$ cat src/rtl/assert_macros.svh
// Assertion macros for the RTL file that carries concurrent checks.
`ifndef ASSERT_MACROS_SVH
`define ASSERT_MACROS_SVH

`ifndef ASSERT_OFF

// The consequent holds in the same cycle as the antecedent.
`define ASSERT_SAME(label, clk, rst, ante, cons) \
  label: assert property (@(posedge clk) disable iff (rst) (ante) |-> (cons)) \
    else $error("same-cycle check failed");

// The consequent holds in the cycle after the antecedent.
`define ASSERT_NEXT(label, clk, rst, ante, cons) \
  label: assert property (@(posedge clk) disable iff (rst) (ante) |=> (cons)) \
    else $error("next-cycle check failed");

`else

`define ASSERT_SAME(label, clk, rst, ante, cons)
`define ASSERT_NEXT(label, clk, rst, ante, cons)

`endif

`endif

$ cat src/rtl/lgs_pkg.sv
// Types, constants and the life rule shared by the grid step block.
package lgs_pkg;

  localparam int ROWS_DEF = 64;
  localparam int COLS_DEF = 32;

  localparam int CMD_W = 2;
  localparam int ROW_W = 6;
  localparam int COL_W = 5;

  typedef enum logic [CMD_W-1:0] {
    CMD_WRITE = 2'd0,
    CMD_STEP  = 2'd1,
    CMD_READ  = 2'd2,
    CMD_NONE  = 2'd3
  } cmd_t;

  typedef enum logic [1:0] {
    ST_IDLE = 2'b01,
    ST_RUN  = 2'b10
  } state_t;

  typedef struct packed {
    logic             is_step;
    logic             wr_en;
    logic             wr_val;
    logic [COL_W-1:0] col;
  } head_ctrl_t;

  // Rule B3/S23: born with three neighbors, survives with two or three.
  function automatic logic live_next(input logic self, input logic [3:0] n);
    live_next = (n == 4'd3) || (self && (n == 4'd2));
  endfunction

endpackage

$ cat src/rtl/life_grid_generation_step_top.sv
// Top level of the grid step block: row chain, rule head and command sequencer.
//
// Every command makes one full pass: the grid sits in a chain of ROWS row
// registers that rotates once through the single rule head per command, so
// busy is high during the rotation and the result appears with done in the cycle
// after, when a new item may already be started. A step rewrites each row as
// it passes the head; a write or a read acts when the addressed row passes.
// The result is shown for one cycle only and must be taken then.
module life_grid_generation_step_top import lgs_pkg::*; #(
  parameter int ROWS = ROWS_DEF,
  parameter int COLS = COLS_DEF
) (
  input  logic             clk,
  input  logic             rst,
  input  logic             start,
  input  logic [CMD_W-1:0] cmd,
  input  logic [ROW_W-1:0] row,
  input  logic [COL_W-1:0] col,
  input  logic             alive_in,
  output logic             busy,
  output logic             done,
  output logic [CMD_W-1:0] done_kind,
  output logic             alive_out
);

`include "assert_macros.svh"

  localparam int CNT_W = $clog2(ROWS);
  localparam int CMP_W = (CNT_W > ROW_W) ? CNT_W : ROW_W;

  state_t           state;
  logic [CNT_W-1:0] cnt;
  cmd_t             cmd_q;
  logic [ROW_W-1:0] row_q;
  logic [COL_W-1:0] col_q;
  logic             val_q;
  logic             alive_cap;
  logic [COLS-1:0]  prev_row;
  logic [COLS-1:0]  rows_q [ROWS];
  logic [COLS-1:0]  head_row;
  logic [COLS-1:0]  below;
  logic             head_bit;
  logic             shift;
  logic             last;
  logic             row_hit;
  logic             read_hit;
  head_ctrl_t       ctrl;

  assign busy     = (state == ST_RUN);
  assign shift    = (state == ST_RUN);
  assign last     = (cnt == CNT_W'(ROWS - 1));
  assign row_hit  = (CMP_W'(cnt) == CMP_W'(row_q));
  assign below    = last ? '0 : rows_q[1];
  assign read_hit = (cmd_q == CMD_READ) && row_hit && head_bit;

  assign ctrl.is_step = (cmd_q == CMD_STEP);
  assign ctrl.wr_en   = (cmd_q == CMD_WRITE) && row_hit;
  assign ctrl.wr_val  = val_q;
  assign ctrl.col     = col_q;

  for (genvar i = 0; i < ROWS; i++) begin : g_chain
    if (i == ROWS - 1) begin : g_tail
      lgs_cell #(.COLS(COLS)) u_cell (
        .clk   (clk),
        .rst   (rst),
        .shift (shift),
        .d     (head_row),
        .q     (rows_q[i])
      );
    end else begin : g_body
      lgs_cell #(.COLS(COLS)) u_cell (
        .clk   (clk),
        .rst   (rst),
        .shift (shift),
        .d     (rows_q[i+1]),
        .q     (rows_q[i])
      );
    end
  end

  lgs_head #(.COLS(COLS)) u_head (
    .above    (prev_row),
    .self_row (rows_q[0]),
    .below    (below),
    .ctrl     (ctrl),
    .row_out  (head_row),
    .bit_out  (head_bit)
  );

  always_ff @(posedge clk) begin
    if (rst) begin
      state     <= ST_IDLE;
      cnt       <= '0;
      done      <= 1'b0;
      alive_cap <= 1'b0;
      done_kind <= '0;
      alive_out <= 1'b0;
      cmd_q     <= CMD_NONE;
      row_q     <= '0;
      col_q     <= '0;
      val_q     <= 1'b0;
      prev_row  <= '0;
    end else begin
      done <= 1'b0;
      case (state)
        ST_IDLE: begin
          if (start) begin
            cmd_q     <= cmd_t'(cmd);
            row_q     <= row;
            col_q     <= col;
            val_q     <= alive_in;
            cnt       <= '0;
            prev_row  <= '0;
            alive_cap <= 1'b0;
            state     <= ST_RUN;
          end
        end
        ST_RUN: begin
          prev_row <= rows_q[0];
          cnt      <= cnt + 1'b1;
          if (read_hit) begin
            alive_cap <= 1'b1;
          end
          if (last) begin
            state     <= ST_IDLE;
            cnt       <= '0;
            done      <= 1'b1;
            done_kind <= cmd_q;
            alive_out <= alive_cap | read_hit;
          end
        end
        default: begin
          state <= ST_IDLE;
        end
      endcase
    end
  end

  `ASSERT_SAME(a_done_when_idle, clk, rst, done, !busy)
  `ASSERT_NEXT(a_start_goes_busy, clk, rst, start && !busy, busy)
  `ASSERT_NEXT(a_last_gives_done, clk, rst, busy && last, done && !busy)
  `ASSERT_SAME(a_alive_only_read, clk, rst, done && (done_kind != CMD_READ), !alive_out)

endmodule

$ cat src/rtl/lgs_cell.sv
// One link of the row chain: holds one grid row and loads its input row on a shift.
module lgs_cell import lgs_pkg::*; #(
  parameter int COLS = COLS_DEF
) (
  input  logic            clk,
  input  logic            rst,
  input  logic            shift,
  input  logic [COLS-1:0] d,
  output logic [COLS-1:0] q
);

  always_ff @(posedge clk) begin
    if (rst) begin
      q <= '0;
    end else if (shift) begin
      q <= d;
    end
  end

endmodule

$ cat src/rtl/lgs_head.sv
// Head of the row chain: applies the life rule, a cell write or a cell read to one row.
module lgs_head import lgs_pkg::*; #(
  parameter int COLS = COLS_DEF
) (
  input  logic [COLS-1:0] above,
  input  logic [COLS-1:0] self_row,
  input  logic [COLS-1:0] below,
  input  head_ctrl_t      ctrl,
  output logic [COLS-1:0] row_out,
  output logic            bit_out
);

  logic [COLS+1:0] a_p;
  logic [COLS+1:0] s_p;
  logic [COLS+1:0] b_p;
  logic [COLS-1:0] next_row;
  logic [COLS-1:0] mask;
  logic [COLS-1:0] base;

  assign a_p = {1'b0, above, 1'b0};
  assign s_p = {1'b0, self_row, 1'b0};
  assign b_p = {1'b0, below, 1'b0};

  always_comb begin
    logic [3:0] n;
    n = '0;
    for (int j = 0; j < COLS; j++) begin
      n = 4'(a_p[j]) + 4'(a_p[j+1]) + 4'(a_p[j+2])
        + 4'(s_p[j]) + 4'(s_p[j+2])
        + 4'(b_p[j]) + 4'(b_p[j+1]) + 4'(b_p[j+2]);
      next_row[j] = live_next(self_row[j], n);
      mask[j]     = (int'(ctrl.col) == j);
    end
  end

  assign base    = ctrl.is_step ? next_row : self_row;
  assign row_out = ctrl.wr_en ? ((base & ~mask) | (ctrl.wr_val ? mask : '0)) : base;
  assign bit_out = |(self_row & mask);

endmodule
$ cat config.mk
export PLATFORM = sky130hd
export DESIGN_NAME = life_grid_generation_step_top
export DESIGN_NICKNAME = d
export VERILOG_FILES = /design/src/rtl/lgs_pkg.sv /design/src/rtl/life_grid_generation_step_top.sv /design/src/rtl/lgs_cell.sv /design/src/rtl/lgs_head.sv
export VERILOG_INCLUDE_DIRS = /design/src /design/src/rtl
export SDC_FILE = /design/constraint.sdc
export NUM_CORES = 2
export LEC_CHECK = 0
export CAP_MARGIN = 20
export CORE_UTILIZATION = 40
export CTS_CLUSTER_SIZE = 28
export DETAILED_ROUTE_END_ITERATION = 7
export DONT_BUFFER_PORTS = 1
export GPL_ROUTABILITY_DRIVEN = 0
export SKIP_LAST_GASP = 1
export SLEW_MARGIN = 20
export SYNTH_ARGS = -nofsm -noshare
export SYNTH_HDL_FRONTEND = slang
export SYNTH_SLANG_ARGS = --single-unit
$ cat constraint.sdc
create_clock -name clk -period 5.4 [get_ports clk]
set_input_delay 0 -clock clk [delete_from_list [all_inputs] [get_ports clk]]
set_output_delay 0 -clock clk [all_outputs]
set_load 0.01 [all_outputs]
==> results.json <==
{
  "status": "complete, no violations",
  "required_ps": 6140,
  "hold_viol_final": 0,
  "start_util": 0.4043,
  "setup_viol": 0,
  "startpoint_type": "flip-flop",
  "min_period_ps": 4553,
  "leakage_nw": 28.65,
  "drtIter0Drc": 4826,
  "syn_area_mm2": 0.07819,
  "core_mm2": 0.1934,
  "grt_pass1_vias": 58220,
  "grt_antenna_before_repair": 2,
  "clock_sinks": 2107,
  "drtAntennaViolNets": 0,
  "grtUsageTotal": 0.1603,
  "post_cts_buffers": 0,
  "cts-root-buf": "clkbuf_16",
  "power.density_mw_per_mm2": 362.1,
  "syn2layout_area_growth_pct": 11.64,
  "irDropWorstVdd_mv": 0.2899,
  "hold_path.class": "in -> reg",
  "finalPower_mw": 31.61,
  "fmax_mhz": 219.6,
  "cts_buffers": 210,
  "final_cell_mix": "4243 x nand2_1, 2107 x dfxtp_1, 2083 x a21oi_1",
  "dp.cells": 11870,
  "crit_type": "reg -> reg",
  "vias": 61010,
  "worstMarginPinSlew_ps": 1254,
  "tns_ps": 0,
  "multiInputGateArea_mm2": 0.03217,
  "seq_area_frac_synth": 0.5395,
  "hold_depth": 3,
  "num_io_pins": 22,
  "rsz0062_at_grt": "no",
  "cts_tree": "done",
  "syn_inst": 10020,
  "htreeDepth": 4,
  "stdcell_count": 12300,
  "detail_route.first_pass.iterations": 8,
  "fp.dieW_um": 444.1,
  "cp.arrival_ps": 5300,
  "reg2reg_depth": 17,
  "r2r_slack_ps": 850,
  "startpoint": "cnt[0]$_SDFFE_PP0P_",
  "avgSynthCellArea_um2": 7.803,
  "finalCritPeriodShare": 0.8431,
  "grt_max_degree": 343,
  "whs_ps": 263.1,
  "clkLatencyLatePin_ps": 830,
  "dieArea_mm2": 0.1972,
  "reg2reg_to": "g_chain[63].g_tail.u_cell.q[11]$_SDFFE_PP0P_",
  "ys_seq_elements": 2107,
  "drv_cap": 0,
  "synth-edff-count": 0,
  "worstSetupEndpoint": "g_chain[63].g_tail.u_cell.q[11]$_SDFFE_PP0P_",
  "dp_hpwl_mm": 89.67,
  "die_h_um": 444.1,
  "cp-end-kind": "flip-flop",
  "rows": 161,
  "fin_skew_ps": 36.97,
  "drive_gt1_frac": 0.04289,
  "portBuffers": 0,
  "reg2reg_from": "cnt[0]$_SDFFE_PP0P_",
  "clk_pin_slew_ps": 60,
  "async_reset_ff_frac": 0,
  "layout_commonest_cell": "nand2_1",
  "grt_first_pass_wirelength_mm": 277.7,
  "final_nets": 9828,
  "maxSlewViolCount": 0,
  "gr-total-overflow": 0,
  "path_max_fanout": 20,
  "detail_route.wl_per_cell_um": 13.21,
  "ys_warn_count": 0,
  "viasPerCell": 4.961,
  "clock_path_buffers": 3,
  "ys_types": 56,
  "relSlewSlack": 0.1643,
  "synth_ff_type": "dfxtp_1",
  "wl_mm": 162.5,
  "syn_nets": 10260,
  "fill_cells": 19240,
  "route.detailed.drc": 0,
  "ff_latch_area_mm2": 0.04218
}
-- state kept, by name (all words and copies together) (netlist names), 2 cells and up --
signal	cells
col_q	5
done_kind	2
prev_row	32
row_q	6
state	2
g_chain.g_body.u_cell.q	2016
cmd_q	2
g_chain.g_tail.u_cell.q	32
cnt	6
-- cell families after synthesis --
kind of cell / after synthesis / synth area share
xor+xnor: 6 / 0.0006722
fa+ha+maj: 219 / 0.04705
buf+inv: 1015 / 0.04932
flops: 2107 / 0.5395
simple gates: 4400 / 0.2146
compound gates: 2268 / 0.1483
mux: 5 / 0.0006561
-- worst max-delay path: stages, from the launching register on --
cell	delay (ps)
dfxtp_1	360
ha_1	250
and3_1	220
nand3_1	320
buf_4	390
buf_4	270
nand2_1	130
fa_1	540
fa_1	410
inv_1	90
fa_1	200
inv_1	60
fa_1	380
a2111oi_0	340
a21oi_1	80
o21ai_0	180
a22oi_1	90
o21ai_1	150
-- repair_timing --
action                    CTS  global route
gates resized for setup     0             0
hold endpoints to repair  684             0
hold buffers               32             0
-- how the worst min path moves through the flow --
stage	startpoint	to	slack [ps]
3_3_place_gp	row[1]	row_q[1]$_SDFFE_PP0P_	140
6_report	rst	done_kind[1]$_SDFFE_PP0P_	260
5_1_grt	rst	done_kind[1]$_SDFFE_PP0P_	310
3_5_place_dp	rst	row_q[4]$_SDFFE_PP0P_	80
4_1_cts	rst	done_kind[1]$_SDFFE_PP0P_	270
2_1_floorplan	cmd[0]	cmd_q[0]$_SDFFE_PP1P_	120
-- final cells by class --
cell class / instances / share of cell area
Antenna cell: 2 / 0.00005734
Inverter: 287 / 0.01243
Sequential cell: 2107 / 0.4833
Multi-Input combinational cell: 6898 / 0.3686
Timing Repair Buffer: 88 / 0.01413
Clock inverter: 77 / 0.01339
Clock buffer: 313 / 0.07193
Tap cell: 2526 / 0.03621
-- per-stage QoR --
step                      worst slack [ps]  utilization  instance area (µm²)
after floorplan                       1450            -                78190
after global placement               921.1       0.4096                79210
after detailed placement             941.4       0.4108                79430
after CTS                            863.3       0.4510                87220
after global routing                 426.5       0.4514                87290
final                                847.2       0.4514                87290
-- cells in the mapped netlist, drive strengths merged, types with 3 or more instances --
cell     count  area share
and2         3     0.00024
nand3       44      0.0028
a2111oi     15      0.0017
inv        287       0.014
ha          94       0.015
nor2        48      0.0024
fa         125       0.032
xor2         3     0.00034
mux2i        4     0.00051
a31oi       17      0.0014
a22oi       33      0.0032
xnor2        3     0.00034
nand3b       7     0.00067
buf         36      0.0020
o21ai       99      0.0064
nor2b       21      0.0017
or3          3     0.00043
nand2     4243        0.20
a21oi     2083        0.13
clkbuf     692       0.033
a311oi       5     0.00056
dfxtp     2107        0.54
nor3         8     0.00051
nand2b      10     0.00080
-- report_power, final --
group / total (mW) / switching [mW] / internal [mW] / leakage (nW)
clock: 15.4 / 6.18 / 9.19 / 3.67
combinational: 0.666 / 0.573 / 0.0936 / 8.01
sequential: 15.6 / 0.0146 / 15.6 / 17.0
total: 31.6 / 6.77 / 24.8 / 28.6
-- per-layer routing --
metal	vias up	part of all wire	GRT usage	wire [µm]
li1	31150	-	-	-
met1	28810	0.49	0.2199	79390
met2	771	0.45	0.2563	73120
met3	279	0.039	0.02830	6314
met4	0	0.022	0.04921	3648
met5	-	0	0	0
Note: power is estimated with default switching activity, not from simulation.
